<file path="src/pgpu_pkg.sv">
// ----------------------------------------------------------------------------
// pgpu_pkg
// Shared types and constants for the ground-plane back-projection pipeline.
// ----------------------------------------------------------------------------
package pgpu_pkg;

	localparam int ROW_BITS = 63;
	localparam int POS_BITS = 32;
	localparam int CAM_BITS = 8;
	localparam int H_BITS   = POS_BITS + 1;
	localparam int QB       = 40;

	localparam logic [2:0] REG_ROW_X  = 3'd0;
	localparam logic [2:0] REG_ROW_Y  = 3'd1;
	localparam logic [2:0] REG_ROW_Z  = 3'd2;
	localparam logic [2:0] REG_CAM_X  = 3'd3;
	localparam logic [2:0] REG_CAM_Y  = 3'd4;
	localparam logic [2:0] REG_CAM_Z  = 3'd5;
	localparam logic [2:0] REG_GROUND = 3'd6;
	localparam logic [2:0] REG_OWN    = 3'd7;

	localparam logic [1:0] ST_OK  = 2'd0;
	localparam logic [1:0] ST_PAR = 2'd1;
	localparam logic [1:0] ST_SAT = 2'd2;

	typedef struct packed {
		logic [7:0]  blob;
		logic [31:0] tstamp;
		logic        par;
		logic        neg_x;
		logic        neg_y;
		logic        big_x;
		logic        big_y;
	} meta_t;

endpackage

</file>
<file path="src/pgpu_ray.sv">
// ----------------------------------------------------------------------------
// pgpu_ray
// Ray direction d = M*(u,v,1): coefficient products, then row sums.
// ----------------------------------------------------------------------------
module pgpu_ray import pgpu_pkg::*; #(
	parameter int PIXEL_BITS = 10,
	parameter int COEF_BITS  = 21,
	parameter int DW         = COEF_BITS + PIXEL_BITS + 3
) (
	input  logic                  clk,
	input  logic                  arst_n,
	input  logic                  en,
	input  logic                  vld_i,
	input  logic [PIXEL_BITS-1:0] u_i,
	input  logic [PIXEL_BITS-1:0] v_i,
	input  logic [ROW_BITS-1:0]   row_i [3],
	input  meta_t                 meta_i,
	output logic                  vld_o,
	output logic signed [DW-1:0]  d_o [3],
	output meta_t                 meta_o
);

	localparam int PW = COEF_BITS + PIXEL_BITS + 1;

	logic                        vld_s1, vld_s2;
	meta_t                       meta_s1, meta_s2;
	logic signed [PW-1:0]        pu_s1 [3];
	logic signed [PW-1:0]        pv_s1 [3];
	logic signed [COEF_BITS-1:0] c_s1 [3];
	logic signed [DW-1:0]        d_s2 [3];

	always_ff @(posedge clk or negedge arst_n) begin
		if (!arst_n) begin
			vld_s1 <= 1'b0;
			vld_s2 <= 1'b0;
		end else if (en) begin
			vld_s1 <= vld_i;
			vld_s2 <= vld_s1;
		end
	end

	always_ff @(posedge clk) begin
		if (en) begin
			meta_s1 <= meta_i;
			meta_s2 <= meta_s1;
			for (int r = 0; r < 3; r++) begin
				pu_s1[r] <= $signed(row_i[r][0 +: COEF_BITS]) * $signed({1'b0, u_i});
				pv_s1[r] <= $signed(row_i[r][COEF_BITS +: COEF_BITS]) * $signed({1'b0, v_i});
				c_s1[r]  <= $signed(row_i[r][2*COEF_BITS +: COEF_BITS]);
				d_s2[r]  <= DW'(pu_s1[r]) + DW'(pv_s1[r]) + DW'(c_s1[r]);
			end
		end
	end

	assign vld_o  = vld_s2;
	assign d_o    = d_s2;
	assign meta_o = meta_s2;

endmodule

</file>
<file path="config.mk">
export PLATFORM = sky130hd
export DESIGN_NAME = pgpu_ray
export DESIGN_NICKNAME = d
export VERILOG_FILES = /design/src/pgpu_pkg.sv /design/src/pgpu_ray.sv
export SDC_FILE = /design/constraint.sdc
export NUM_CORES = 2
export LEC_CHECK = 0
export BUFFER_PORTS_ARGS = -buffer_cell sky130_fd_sc_hd__buf_2
export CELL_PAD_IN_SITES_DETAIL_PLACEMENT = 1
export CELL_PAD_IN_SITES_GLOBAL_PLACEMENT = 1
export CORE_MARGIN = 4
export CORE_UTILIZATION = 51
export DETAILED_ROUTE_END_ITERATION = 12
export PLACE_DENSITY_LB_ADDON = 0.1
export REMOVE_ABC_BUFFERS = 1
export SLEW_MARGIN = 20
export SYNTH_ARGS = -nofsm -noshare
export SYNTH_HDL_FRONTEND = slang
export SYNTH_SLANG_ARGS = --single-unit
export TNS_END_PERCENT = 10
</file>
<file path="constraint.sdc">
create_clock -name clk -period 5.1 [get_ports clk]
set_clock_uncertainty 0.1 [all_clocks]
set_input_delay 1.02 -clock clk [delete_from_list [all_inputs] [get_ports clk]]
set_output_delay 1.02 -clock clk [all_outputs]
set_load 0.02 [all_outputs]
</file>
==> flow_metrics.py <==
metrics = {
    "outcome": {
        "outcome": "finished with violations",
        "violations": "setup timing",
    },
    "setup_path": {
        "reg2regPathDepth": 14,
        "path_cells": "buf_12, buf_12, buf_12, buf_4, nand2_1, fa_1, inv_1, fa_1, fa_1, fa_1, inv_1, fa_1, inv_1, ha_4, nor2b_2, or3_1, or2_1, a211oi_2, buf_4, o31ai_4, a2111oi_4, o31ai_2, a21oi_2, xnor2_1",
        "r2r_start": "pv_s1[0][33]$_DFFE_PP_",
        "crit_path_end": "pu_s1[0][28]$_DFFE_PP_",
        "cp_common_cell": "fa_1",
        "end_kind": "register",
        "path_class": "input pin to register",
        "crit_start": "u_i[7]",
        "r2r_slack_ps": 520,
        "crit_path_max_incr_delay_ps": 580,
        "start_kind": "input pin",
        "timing.rr.end": "d_o[65]$_DFFE_PP_",
        "worstPathRequired_ps": 5400,
        "worstPathArrival_ps": 6550,
        "cp_max_fo": 4,
        "cpMaxStageDelayCell": "fa_1",
    },
    "routing": {
        "post-route-drc-count": 0,
        "vias": 51000,
        "vias_per_cell": 5.32,
        "ant_nets": 0,
        "routedWlPerCell_um": 21.8,
        "drtPass1Iterations": 7,
        "wirelength_um": 209000,
        "drtIter0Drc": 2557,
    },
    "sta": {
        "slew_violations": 0,
        "timing.fmax_mhz": 160,
        "setup_slack_ps": -1140,
        "rsz0062_at_grt": "yes",
        "finalHoldViolCount": 0,
        "finalCritPeriodShare": 1.22,
        "hold_slack_ps": 317,
        "period_needed_ps": 6240,
        "setup_violations": 114,
        "worst_pin_slew_ps": 968,
        "maxSlewHeadroom": 0.349,
        "tns_ps": -67700,
    },
    "synthesis": {
        "synthArstFlopShare": 0.00445,
        "synth_edf_count": 447,
        "yosys_warnings": 0,
        "synth_top_family_by_area": "adder cells",
        "synthXorXnorAreaFrac": 0.0355,
        "synth-simple-area-share": 0.131,
        "yosys-top-cells-count": "inv_1 (1455), fa_1 (1209), nand2_1 (778)",
        "synth_area_per_cell_um2": 10.1,
        "synth_top_cell_by_area": "fa_1",
        "postSynthCellCount": 6552,
        "synth.distinct_cells": 86,
        "synth_seq_area_share": 0.204,
        "yosys-top-cells-area": "fa_1 (37%), edfxtp_1 (20%), ha_1 (9.9%), inv_1 (8.3%), and2_1 (5.7%)",
        "yosysTopAreaCellShare": 0.367,
        "netlist_area_um2": 65900,
        "synth_compound_area_frac": 0.0644,
        "yosysMostFrequentCell": "inv_1",
        "synth_seq_cells": 449,
        "synthMuxAreaShare": 0.000817,
        "ys.flop_type": "edfxtp_1",
        "synth-adder-area-share": 0.466,
    },
    "clock_network": {
        "root_buffer": "clkbuf_16",
        "cts_num_sinks": 449,
        "tritoncts": "done",
        "clockBufferDepth": 3,
        "cts_buffers": 52,
        "clkTransAtPathRegs_ps": 60,
        "clock_latency_ps": 680,
        "htree_levels": 2,
    },
    "global_routing": {
        "grt_start_max_net_pins": 111,
        "grt_use_total": 0.310,
        "grt_pass1_wl_um": 326000,
        "grt_pass1_vias": 60100,
        "overflow": 0,
        "antenna_found_initial": 19,
    },
    "die": {
        "io_pins": 406,
        "design.die.area_um2": 135000,
        "core_area_um2": 128000,
        "die_y_um": 367,
        "initial_core_util": 0.515,
        "die_x_um": 367,
        "num_rows": 131,
    },
    "min_path": {
        "min_path_type": "register to register",
    },
    "placement": {
        "io_buffers": 405,
        "dpl.hpwl_um": 167000,
        "place_area_um2": 76900,
        "gp_congestion": 0.873,
    },
    "final_layout": {
        "nFillCells": 14000,
        "final_layout_size_suffix_gt1_frac": 0.237,
        "register_area_um2": 13500,
        "syn2layout_area_growth_pct": 23.6,
        "stdcell_area_um2": 81400,
        "multi_input_comb_area_um2": 47600,
        "nets": 9780,
    },
    "run": {
        "drv_cap": 0,
    },
}
==> registers in the layout, summed over array words and instances, names as in the netlist <==
name,flops
d_o,102
pu_s1,96
pv_s1,96
c_s1,63
meta_o,45
meta_s1,45
vld_o,1
vld_s1,1
==> per-stage QoR <==
step,setup slack (ps),utilization,std cells
global route,-1250,0.636,9562
finish,-1140,0.636,9574
detailed placement,-2010,0.601,9401
global placement,-1810,0.601,9401
CTS,-1070,0.629,9548
floorplan,-1190,-,6299
==> kinds of logic after synthesis <==
| logic type | after synthesis |
|---|---|
| xor+xnor | 267 |
| mux | 5 |
| compound gates | 635 |
| flops | 449 |
| simple gates | 1757 |
| buf+inv | 1708 |
| fa+ha+maj | 1731 |
==> per-layer routing <==
| metal | global-route usage | wire length [um] |
|---|---|---|
| met2 | 0.586 | 113000 |
| met4 | 0.123 | 10000 |
| met1 | 0.354 | 76400 |
| met5 | 0 | 54 |
| met3 | 0.0402 | 9670 |
==> placed cells by master, fill, tap and decap left out, drive strengths merged, types with 18 or more instances in the layout <==
cell    instances
nor3           33
xnor2         198
clkbuf         62
o21ai         111
buf          1436
clkinv         18
fa           1209
xor2           69
o21a           35
nor2          142
and3           27
a21o          124
nand3          45
o21bai         22
nand2         778
nand2b         38
a21oi         182
and2          598
ha            522
nor2b          34
edfxtp        447
a211oi         18
inv          1461
a31oi          20
==> critical path, delay by kind of cell <==
family	cells	cell delay, ps
fa+ha+maj	6	2780
compound gates	5	950
simple gates	4	860
buf+inv	8	840
xor+xnor	1	90
==> worst min-delay path by stage <==
stage	start	endpoint	slack, ps	cells past startpoint
6_report	meta_s1[36]$_DFFE_PP_	meta_o[36]$_DFFE_PP_	320	0
5_1_grt	meta_s1[10]$_DFFE_PP_	meta_o[10]$_DFFE_PP_	320	0
4_1_cts	meta_s1[36]$_DFFE_PP_	meta_o[36]$_DFFE_PP_	320	0
3_5_place_dp	meta_s1[44]$_DFFE_PP_	meta_o[44]$_DFFE_PP_	310	0
3_3_place_gp	meta_s1[4]$_DFFE_PP_	meta_o[4]$_DFFE_PP_	300	0
2_1_floorplan	meta_s1[0]$_DFFE_PP_	meta_o[0]$_DFFE_PP_	300	0
==> layout make-up <==
class | count | area share
diodes | 12 | 0.000369
clock buffers | 62 | 0.0164
clock inverters | 34 | 0.00569
inverters | 1455 | 0.0671
multi-input cells | 4395 | 0.585
flip-flops and latches | 449 | 0.165
well taps | 1729 | 0.0266
repair buffers | 1438 | 0.133
==> what timing repair did <==
action,4_1_cts,5_1_grt
cloned,6,0
setup endpoints to repair,121,126
resized for setup,286,175
pin swaps,116,134
hold buffers,1,0
setup buffers,47,24
endpoints found under the hold margin,2,0
Power is left out: the tool's default activity adds up to more than one toggle a clock period on the data nets, which glitch-free logic cannot reach.
