## config.mk

```make
export PLATFORM = sky130hd
export DESIGN_NAME = pgpu_out
export DESIGN_NICKNAME = d
export VERILOG_FILES = /design/src/pgpu_pkg.sv /design/src/pgpu_out.sv
export SDC_FILE = /design/constraint.sdc
export NUM_CORES = 1
export LEC_CHECK = 0
export ABC_AREA = 1
export ABC_CLOCK_PERIOD_IN_PS = 4000
export CORE_MARGIN = 2
export CORE_UTILIZATION = 28
export CTS_CLUSTER_DIAMETER = 100
export DETAILED_ROUTE_END_ITERATION = 10
export DONT_BUFFER_PORTS = 1
export PLACE_DENSITY_LB_ADDON = 0.08
export SETUP_SLACK_MARGIN = 0.05
export SYNTH_ARGS = -nofsm -noshare
export SYNTH_HDL_FRONTEND = slang
export SYNTH_SLANG_ARGS = --single-unit
```

## constraint.sdc

```tcl
create_clock -name clk -period 4 [get_ports clk]
set_input_delay 0.6 -clock clk [delete_from_list [all_inputs] [get_ports clk]]
set_output_delay 0.6 -clock clk [all_outputs]
set_load 0.02 [all_outputs]
```

## src/pgpu_pkg.sv

```systemverilog
// ----------------------------------------------------------------------------
// pgpu_pkg
// Shared types and constants for the ground-plane back-projection pipeline.
// ----------------------------------------------------------------------------
package pgpu_pkg;

	localparam int ROW_BITS = 63;
	localparam int POS_BITS = 32;
	localparam int CAM_BITS = 8;
	localparam int H_BITS   = POS_BITS + 1;
	localparam int QB       = 40;

	localparam logic [2:0] REG_ROW_X  = 3'd0;
	localparam logic [2:0] REG_ROW_Y  = 3'd1;
	localparam logic [2:0] REG_ROW_Z  = 3'd2;
	localparam logic [2:0] REG_CAM_X  = 3'd3;
	localparam logic [2:0] REG_CAM_Y  = 3'd4;
	localparam logic [2:0] REG_CAM_Z  = 3'd5;
	localparam logic [2:0] REG_GROUND = 3'd6;
	localparam logic [2:0] REG_OWN    = 3'd7;

	localparam logic [1:0] ST_OK  = 2'd0;
	localparam logic [1:0] ST_PAR = 2'd1;
	localparam logic [1:0] ST_SAT = 2'd2;

	typedef struct packed {
		logic [7:0]  blob;
		logic [31:0] tstamp;
		logic        par;
		logic        neg_x;
		logic        neg_y;
		logic        big_x;
		logic        big_y;
	} meta_t;

endpackage

```

## src/pgpu_out.sv

```systemverilog
// ----------------------------------------------------------------------------
// pgpu_out
// Rounding, offset by camera position, saturation, parallel-ray zeroing and the output register.
// ----------------------------------------------------------------------------
module pgpu_out import pgpu_pkg::*; #(
	parameter int DW = 34,
	parameter int RW = DW + 1
) (
	input  logic                       clk,
	input  logic                       arst_n,
	input  logic                       en,
	input  logic                       vld_i,
	input  logic [QB-1:0]              q_i [2],
	input  logic [RW-1:0]              rem_i [2],
	input  logic [DW-1:0]              den_i,
	input  meta_t                      meta_i,
	input  logic signed [POS_BITS-1:0] cam_i [2],
	input  logic signed [POS_BITS-1:0] gh_i,
	input  logic [CAM_BITS-1:0]        own_i,
	output logic                       vld_o,
	output logic signed [POS_BITS-1:0] wx_o,
	output logic signed [POS_BITS-1:0] wy_o,
	output logic signed [POS_BITS-1:0] wz_o,
	output logic [CAM_BITS-1:0]        cam_o,
	output logic [7:0]                 blob_o,
	output logic [31:0]                time_o,
	output logic [1:0]                 status_o
);

	localparam int QW = QB + 1;
	localparam int VW = QB + 3;

	logic [QW-1:0]              qr [2];
	logic                       big [2];
	logic                       neg [2];
	logic signed [VW-1:0]       val [2];
	logic                       sat_hi [2];
	logic                       sat_lo [2];
	logic signed [POS_BITS-1:0] clamp [2];

	logic                       vld_s1, vld_s2;
	meta_t                      meta_s1;
	logic [QW-1:0]              q_s1 [2];
	logic signed [POS_BITS-1:0] wx_s2, wy_s2, wz_s2;
	logic [CAM_BITS-1:0]        cam_s2;
	logic [7:0]                 blob_s2;
	logic [31:0]                time_s2;
	logic [1:0]                 status_s2;

	assign big[0] = meta_i.big_x;
	assign big[1] = meta_i.big_y;
	assign neg[0] = meta_s1.neg_x;
	assign neg[1] = meta_s1.neg_y;

	always_comb begin
		for (int c = 0; c < 2; c++) begin
			if (big[c])
				qr[c] = QW'(1) << QB;
			else
				qr[c] = QW'(q_i[c]) + QW'({rem_i[c], 1'b0} >= (RW+1)'(den_i));
			if (neg[c])
				val[c] = VW'(cam_i[c]) - $signed(VW'(q_s1[c]));
			else
				val[c] = VW'(cam_i[c]) + $signed(VW'(q_s1[c]));
			sat_hi[c] = !val[c][VW-1] && (|val[c][VW-2:POS_BITS-1]);
			sat_lo[c] = val[c][VW-1] && !(&val[c][VW-2:POS_BITS-1]);
			if (sat_hi[c])
				clamp[c] = {1'b0, {(POS_BITS-1){1'b1}}};
			else if (sat_lo[c])
				clamp[c] = {1'b1, {(POS_BITS-1){1'b0}}};
			else
				clamp[c] = val[c][POS_BITS-1:0];
		end
	end

	always_ff @(posedge clk or negedge arst_n) begin
		if (!arst_n) begin
			vld_s1 <= 1'b0;
			vld_s2 <= 1'b0;
		end else if (en) begin
			vld_s1 <= vld_i;
			vld_s2 <= vld_s1;
		end
	end

	always_ff @(posedge clk) begin
		if (en) begin
			meta_s1 <= meta_i;
			q_s1    <= qr;
			wz_s2   <= gh_i;
			cam_s2  <= own_i;
			blob_s2 <= meta_s1.blob;
			time_s2 <= meta_s1.tstamp;
			if (meta_s1.par) begin
				wx_s2     <= '0;
				wy_s2     <= '0;
				status_s2 <= ST_PAR;
			end else begin
				wx_s2     <= clamp[0];
				wy_s2     <= clamp[1];
				status_s2 <= (sat_hi[0] || sat_lo[0] || sat_hi[1] || sat_lo[1]) ? ST_SAT : ST_OK;
			end
		end
	end

	assign vld_o    = vld_s2;
	assign wx_o     = wx_s2;
	assign wy_o     = wy_s2;
	assign wz_o     = wz_s2;
	assign cam_o    = cam_s2;
	assign blob_o   = blob_s2;
	assign time_o   = time_s2;
	assign status_o = status_s2;

endmodule

```

==> results of run 1 <==
==> worst max-delay path by stage <==
stage | end | slack [ps] | cells past startpoint
global placement | q_s1[79]$_SDFFCE_PP0P_ | -840 | 22
detailed placement | q_s1[79]$_SDFFCE_PP0P_ | -870 | 22
global route | wx_o[19]$_SDFFCE_PP0P_ | -630 | 32
finish | wx_o[19]$_SDFFCE_PP0P_ | -310 | 29
CTS | wy_o[8]$_SDFFCE_PP0P_ | -450 | 29
floorplan | wy_o[27]$_SDFFCE_PP0P_ | 40 | 30
==> power groups by stage <==
stage	clock, mW	sequential, mW	combinational, mW
finish	2.61	3.96	4.90
global route	2.81	3.99	5.38
CTS	2.71	3.97	4.40
detailed placement	0	4.03	3.99
global placement	0	4.03	3.98
floorplan	0	3.94	2.34
==> cells in the mapped netlist (4+ instances only) <==
master	count
a211oi_1	7
a21o_1	5
a21oi_1	156
a21oi_2	5
a31oi_1	22
and3_1	4
buf_6	8
clkbuf_1	13
edfxtp_1	271
ha_1	156
inv_1	446
inv_2	5
nand2_1	713
nand2_2	22
nand3_1	99
nand3_2	14
nand3b_1	10
nand4_1	36
nor2_1	302
nor2_2	26
nor3_1	61
nor3_2	8
nor3b_1	6
nor4_1	23
o21a_1	10
o21ai_0	80
o21ai_1	28
o21ai_2	40
o21bai_1	9
o31ai_1	5
or2_2	4
xnor2_1	66
xor2_1	83
==> worst reg2reg max path: cells and delay by family, from the launching register on <==
| kind | cells | cell delay, ps |
|---|---|---|
| xor gates and xnor gates | 1 | 290 |
| and+or+nand+nor | 19 | 2010 |
| adders and majority gates | 2 | 420 |
| buffers and inverters | 5 | 610 |
| AOI/OAI and AO/OA | 2 | 330 |
| DFF | 1 | 400 |
==> sequential cells by signal (all words and copies together), names as in the netlist, 8 cells and up <==
name and flops:
q_s1 82, meta_s1 43, time_o 32, wx_o 32
wy_o 32, wz_o 32, blob_o 8, cam_o 8
==> per-layer routing <==
| metal | wire length, µm | vias up | track usage, % |
|---|---|---|---|
| met2 | 36800 | 530 | 32.2 |
| met3 | 4500 | 70 | 3.54 |
| met1 | 34900 | 9173 | 24.5 |
| met4 | 1370 | 0 | 3.61 |
| met5 | 0 | - | 0 |
| li1 | - | 10200 | - |
==> layout make-up <==
type | count | area, µm²
Inverter | 453 | 1700
Timing Repair Buffer | 539 | 4370
Clock buffer | 38 | 802
Sequential cell | 273 | 8190
Tap cell | 978 | 1220
Clock inverter | 17 | 134
Antenna cell | 2 | 5.00
Fill cell | 7812 | 45900
Multi-Input combinational cell | 2026 | 13400
==> timing repair <==
item	CTS	global route
endpoints found under the setup margin	80	81
gates resized for setup	214	341
endpoints found under the hold margin	2	0
cloned	4	5
pin swaps	58	161
hold buffers	1	0
setup buffers	29	23
==> kinds of logic after synthesis <==
family / count (synthesis) / share of synthesized area (%)
simple gates: 1341 / 27.0
buf+inv: 480 / 8.85
compound gates: 376 / 10.3
flops: 273 / 38.2
fa+ha+maj: 158 / 9.30
xor+xnor: 151 / 6.25
==> stage by stage <==
stage	cells	utilization (%)	TNS, ps	power (mW)
3_5_place_dp	4211	34.5	-54640	8.02
2_1_floorplan	2779	-	0	6.28
4_1_cts	4300	37.2	-25040	11.1
3_3_place_gp	4211	34.5	-53550	8.01
5_1_grt	4326	39.4	-36940	12.2
6_report	4326	39.4	-17340	11.5
==> results.sh, run 1 <==
export IMPL_critical_path_class="reg2reg"
export IMPL_cp_max_fo=6
export IMPL_hold_depth=0
export IMPL_cell_internal_pwr_mw=7.21
export IMPL_syn2layout_area_growth_pct=39.5
export IMPL_clk_pin_slew_ps=60
export IMPL_grt_max_degree=276
export IMPL_critPathLaunchType="flop"
export IMPL_die_h_um=281
export IMPL_nNetsFinal=3819
export IMPL_drt_total_wl_mm=77.6
export IMPL_rsz0062_at_grt="yes"
export IMPL_clkPwrFrac_pct=22.7
export IMPL_min_from="meta_i[31]"
export IMPL_synth_edf_count=271
export IMPL_hp_class="in2reg"
export IMPL_synthFlopType="edfxtp_1"
export IMPL_vias=20000
export IMPL_drv_slew=0
export IMPL_crit_buf_inv=5
export IMPL_tightest_slew_ps=863
export IMPL_crit_top_cell="nand2_1"
export IMPL_grt_pass1_vias=19600
export IMPL_synth_area_per_cell_um2=7.70
export IMPL_clkLatencyLatePin_ps=590
export IMPL_antenna_found_initial=2
export IMPL_cts_sinks=273
export IMPL_io_buffers=0
export IMPL_r2r_start="q_s1[42]$_SDFFCE_PP0P_"
export IMPL_setup_slack_ps=-312
export IMPL_place_gp_congestion=0.934
export IMPL_async_flop_share_pct=0.733
export IMPL_required_ps=4340
export IMPL_core_area_um2=75800
export IMPL_postLayoutCellArea_um2=29900
export IMPL_p_sw_mw=4.26
export IMPL_slew_headroom_pct=42.1
export IMPL_htree_num_levels=1
export IMPL_viasPerCell=4.62
export IMPL_arrival_ps=4650
export IMPL_synth_area_top_cells="edfxtp_1, nand2_1, ha_1, inv_1, nor2_1"
export IMPL_cp_slowest_cell="edfxtp_1"
export IMPL_p_comb_share_pct=42.7
export IMPL_clock_path_buffers=3
export IMPL_synth_cell_type_count=58
export IMPL_fin_crit_ps=4310
export IMPL_wl_per_cell_um=17.9
export IMPL_cp_startpoint="q_s1[42]$_SDFFCE_PP0P_"
export IMPL_syn_num_nets=3274
export IMPL_synth_area_leader_cell="edfxtp_1"
export IMPL_final_antenna_net_count=0
export IMPL_min_to="meta_s1[31]$_DFFE_PP_"
export IMPL_reg2reg_to="wx_o[19]$_SDFFCE_PP0P_"
export IMPL_dieWidth_um=281
export IMPL_drt_pass1_iter_count=5
export IMPL_ir_worst_vdd_v=0.000289
export IMPL_worst_r2r_path_depth=29
export IMPL_remaining_drc_errors=0
export IMPL_synth_top_area_share_pct=38.0
export IMPL_violations="setup timing"
export IMPL_cts_root_buf="clkbuf_16"
export IMPL_post_route_period_util_pct=108
export IMPL_setup_viol=65
export IMPL_finalHoldViolCount=0
export IMPL_final_cell_mix="nand2_1, buf_4, inv_1"
export IMPL_r2r_slack_ps=-310
export IMPL_cts_tree="yes"
export IMPL_io_pins=484
export IMPL_syn_cell_area_um2=21400
export IMPL_rows=101
export IMPL_grt_pass1_wl_mm=114
export IMPL_final_common_cell="nand2_1"
export IMPL_status="finished with violations"
export IMPL_grt_overflow=0
export IMPL_dieArea_um2=78700
export IMPL_timing_fmax_mhz=232
export IMPL_pwr_share_seq_pct=34.5
export IMPL_synthCells=2779
export IMPL_maxCapViolations=0
export IMPL_ys_seq_area_share_pct=38.2
export IMPL_slowest_delay_ps=400
export IMPL_power_density_nw_per_um2=384
export IMPL_holdWs_ps=97.0
export IMPL_ys_seq_elements=273
export IMPL_p_leak_nw=13.4
export IMPL_critical_path_top_delay_family="simple AND/OR/NAND/NOR gates"
export IMPL_ys_warn_count=0
export IMPL_drtIter0Drc=838
export IMPL_swShare_pct=37.1
export IMPL_start_util_pct=28.2
export IMPL_drive_gt1_share_pct=32.4
export IMPL_cts_buffers=31
export IMPL_cp_end_kind="flop"
export IMPL_place_area_um2=26100
export IMPL_hpwl_mm=65.0
export IMPL_dp_worst_setup_slack_ps=-867
export IMPL_grt_usage_pct=18.7
export IMPL_finalClockSkew_ps=25.6
Power figures use the tool's default switching activity.
==> run 2, diff against run 1 <==
--- a/config.mk
+++ b/config.mk
@@ -7,11 +7,11 @@
 export LEC_CHECK = 0
 export ABC_AREA = 1
 export ABC_CLOCK_PERIOD_IN_PS = 4000
+export BUFFER_PORTS_ARGS = -buffer_cell sky130_fd_sc_hd__buf_4
 export CORE_MARGIN = 2
 export CORE_UTILIZATION = 28
 export CTS_CLUSTER_DIAMETER = 100
 export DETAILED_ROUTE_END_ITERATION = 10
-export DONT_BUFFER_PORTS = 1
 export PLACE_DENSITY_LB_ADDON = 0.08
 export SETUP_SLACK_MARGIN = 0.05
 export SYNTH_ARGS = -nofsm -noshare
==> run 2 against run 1 <==
  * The run still ends with setup timing left
  * First-iteration DRC count rose by 6.4%
  * Critical endpoint is now wx_o[13]$_SDFFCE_PP0P_
  * Power grew 3.5%
  * Flip-flop and latch count stayed put
  * Critical path depth unchanged
  * Clock skew grew 8.3 ps
==> results.sh, run 2 (synthesis gave the netlist of run 1 again) <==
export IMPL_placedCellCount=4652
export IMPL_io_buffers=483
export IMPL_drive_gt1_share_pct=38.1
export IMPL_clock_path_buffers=3
export IMPL_drt_total_wl_mm=79.6
export IMPL_critPathLaunchType="flop"
export IMPL_antenna_found_initial=0
export IMPL_clkLatencyLatePin_ps=600
export IMPL_cts_sinks=273
export IMPL_ir_worst_vdd_v=0.000309
export IMPL_final_cell_mix="buf_4, nand2_1, inv_1"
export IMPL_crit_top_cell="nand2_1"
export IMPL_die_h_um=281
export IMPL_cts_tree="yes"
export IMPL_arrival_ps=4670
export IMPL_final_cells=4767
export IMPL_rows=101
export IMPL_dieArea_um2=78700
export IMPL_holdWs_ps=169
export IMPL_swShare_pct=36.7
export IMPL_grt_overflow=0
export IMPL_wl_per_cell_um=16.7
export IMPL_syn2layout_area_growth_pct=52.3
export IMPL_reg_top3="q_s1 (82), meta_s1 (43)"
export IMPL_post_route_period_util_pct=108
export IMPL_clkPwrFrac_pct=23.0
export IMPL_cp_max_fo=14
export IMPL_postLayoutCellArea_um2=32600
export IMPL_p_sw_mw=4.36
export IMPL_drt_pass1_iter_count=5
export IMPL_viasPerCell=4.53
export IMPL_grt_pass1_wl_mm=121
export IMPL_required_ps=4350
export IMPL_maxCapViolations=0
export IMPL_critical_path_top_delay_family="simple AND/OR/NAND/NOR gates"
export IMPL_setup_viol=65
export IMPL_remaining_drc_errors=0
export IMPL_pwr_share_seq_pct=30.8
export IMPL_largest_reg_flops=82
export IMPL_power_density_nw_per_um2=364
export IMPL_htree_num_levels=1
export IMPL_core_area_um2=75800
export IMPL_hpwl_mm=67.0
export IMPL_cp_slowest_cell="edfxtp_1"
export IMPL_regMostFlops="q_s1"
export IMPL_p_comb_share_pct=46.2
export IMPL_final_antenna_net_count=0
export IMPL_setup_slack_ps=-320
export IMPL_hp_class="in2reg"
export IMPL_grt_usage_pct=19.6
export IMPL_critical_path_class="reg2reg"
export IMPL_start_util_pct=28.2
export IMPL_violations="setup timing"
export IMPL_rsz0062_at_grt="yes"
export IMPL_cts_buffers=31
export IMPL_drv_slew=0
export IMPL_dieWidth_um=281
export IMPL_cts_root_buf="clkbuf_16"
export IMPL_timing_fmax_mhz=231
export IMPL_slowest_delay_ps=410
export IMPL_diodes=0
export IMPL_place_area_um2=29500
export IMPL_io_pins=484
export IMPL_place_gp_congestion=0.944
export IMPL_finalHoldViolCount=0
export IMPL_cell_internal_pwr_mw=7.51
export IMPL_grt_pass1_vias=22100
export IMPL_cp_end_kind="flop"
export IMPL_slew_headroom_pct=40.4
export IMPL_tightest_slew_ps=887
export IMPL_drtIter0Drc=892
export IMPL_grt_max_degree=97
export IMPL_crit_buf_inv=8
export IMPL_status="finished with violations"
export IMPL_p_leak_nw=15.4
export IMPL_vias=21600
export IMPL_dp_worst_setup_slack_ps=-730
export IMPL_fin_crit_ps=4320
export IMPL_nNetsFinal=4264
export IMPL_clk_pin_slew_ps=60
export IMPL_finalClockSkew_ps=33.9
export IMPL_final_common_cell="buf_4"
run 2: final timing paths:
kind                                              from                      to  slack, ps  cells after the start
min in group asynchronous                       arst_n       vld_o$_DFFE_PN0P_        310                      2
worst max register to register  q_s1[42]$_SDFFCE_PP0P_  wx_o[13]$_SDFFCE_PP0P_       -320                     29
worst max-delay path            q_s1[42]$_SDFFCE_PP0P_  wx_o[13]$_SDFFCE_PP0P_       -320                     29
worst min-delay path                        meta_i[20]   meta_s1[20]$_DFFE_PP_        170                      1
max in group asynchronous                       arst_n      vld_s1$_DFFE_PN0P_       3600                      2
worst min register to register    meta_s1[6]$_DFFE_PP_     time_o[1]$_DFFE_PP_        420                      0
run 2: per-stage QoR:
step / power (mW) / util (%) / TNS [ps]
after floorplan: 6.28 / - / 0
after global placement: 8.54 / 38.9 / -49530
after detailed placement: 8.55 / 38.9 / -54210
after CTS: 11.8 / 41.8 / -19500
after global routing: 12.6 / 43.0 / -39850
final: 11.9 / 43.0 / -18040
run 2: area by class of cell:
cell class	instances	area [µm²]
Inverter	453	1700
Fill cell	7788	43200
Timing Repair Buffer	984	7720
Clock buffer	39	806
Sequential cell	273	8190
Clock inverter	14	153
Multi-Input combinational cell	2026	12800
Tap cell	978	1220
run 2: metal layers:
| metal | GRT usage (%) | vias up | share of wire [%] |
|---|---|---|---|
| met1 | 25.2 | 9840 | 45 |
| met3 | 2.86 | 92 | 5.0 |
| met2 | 34.0 | 536 | 47 |
| met5 | 0 | - | 0 |
| li1 | - | 11100 | - |
| met4 | 5.36 | 0 | 2.7 |
run 2: power by group through the flow:
stage          clock network, mW  logic (mW)  registers, mW
2_1_floorplan                  0        2.34           3.94
3_3_place_gp                   0        4.83           3.71
3_5_place_dp                   0        4.83           3.72
4_1_cts                     2.84        5.27           3.66
5_1_grt                     2.93        6.00           3.69
6_report                    2.73        5.48           3.65
run 2: what timing repair did:
item                       CTS  global route
hold endpoints to repair     2             0
setup endpoints to repair   72            91
gates cloned                 6             3
gates resized for setup    215           192
hold buffers                 1             0
setup buffers               38            19
pin swaps                   85            94
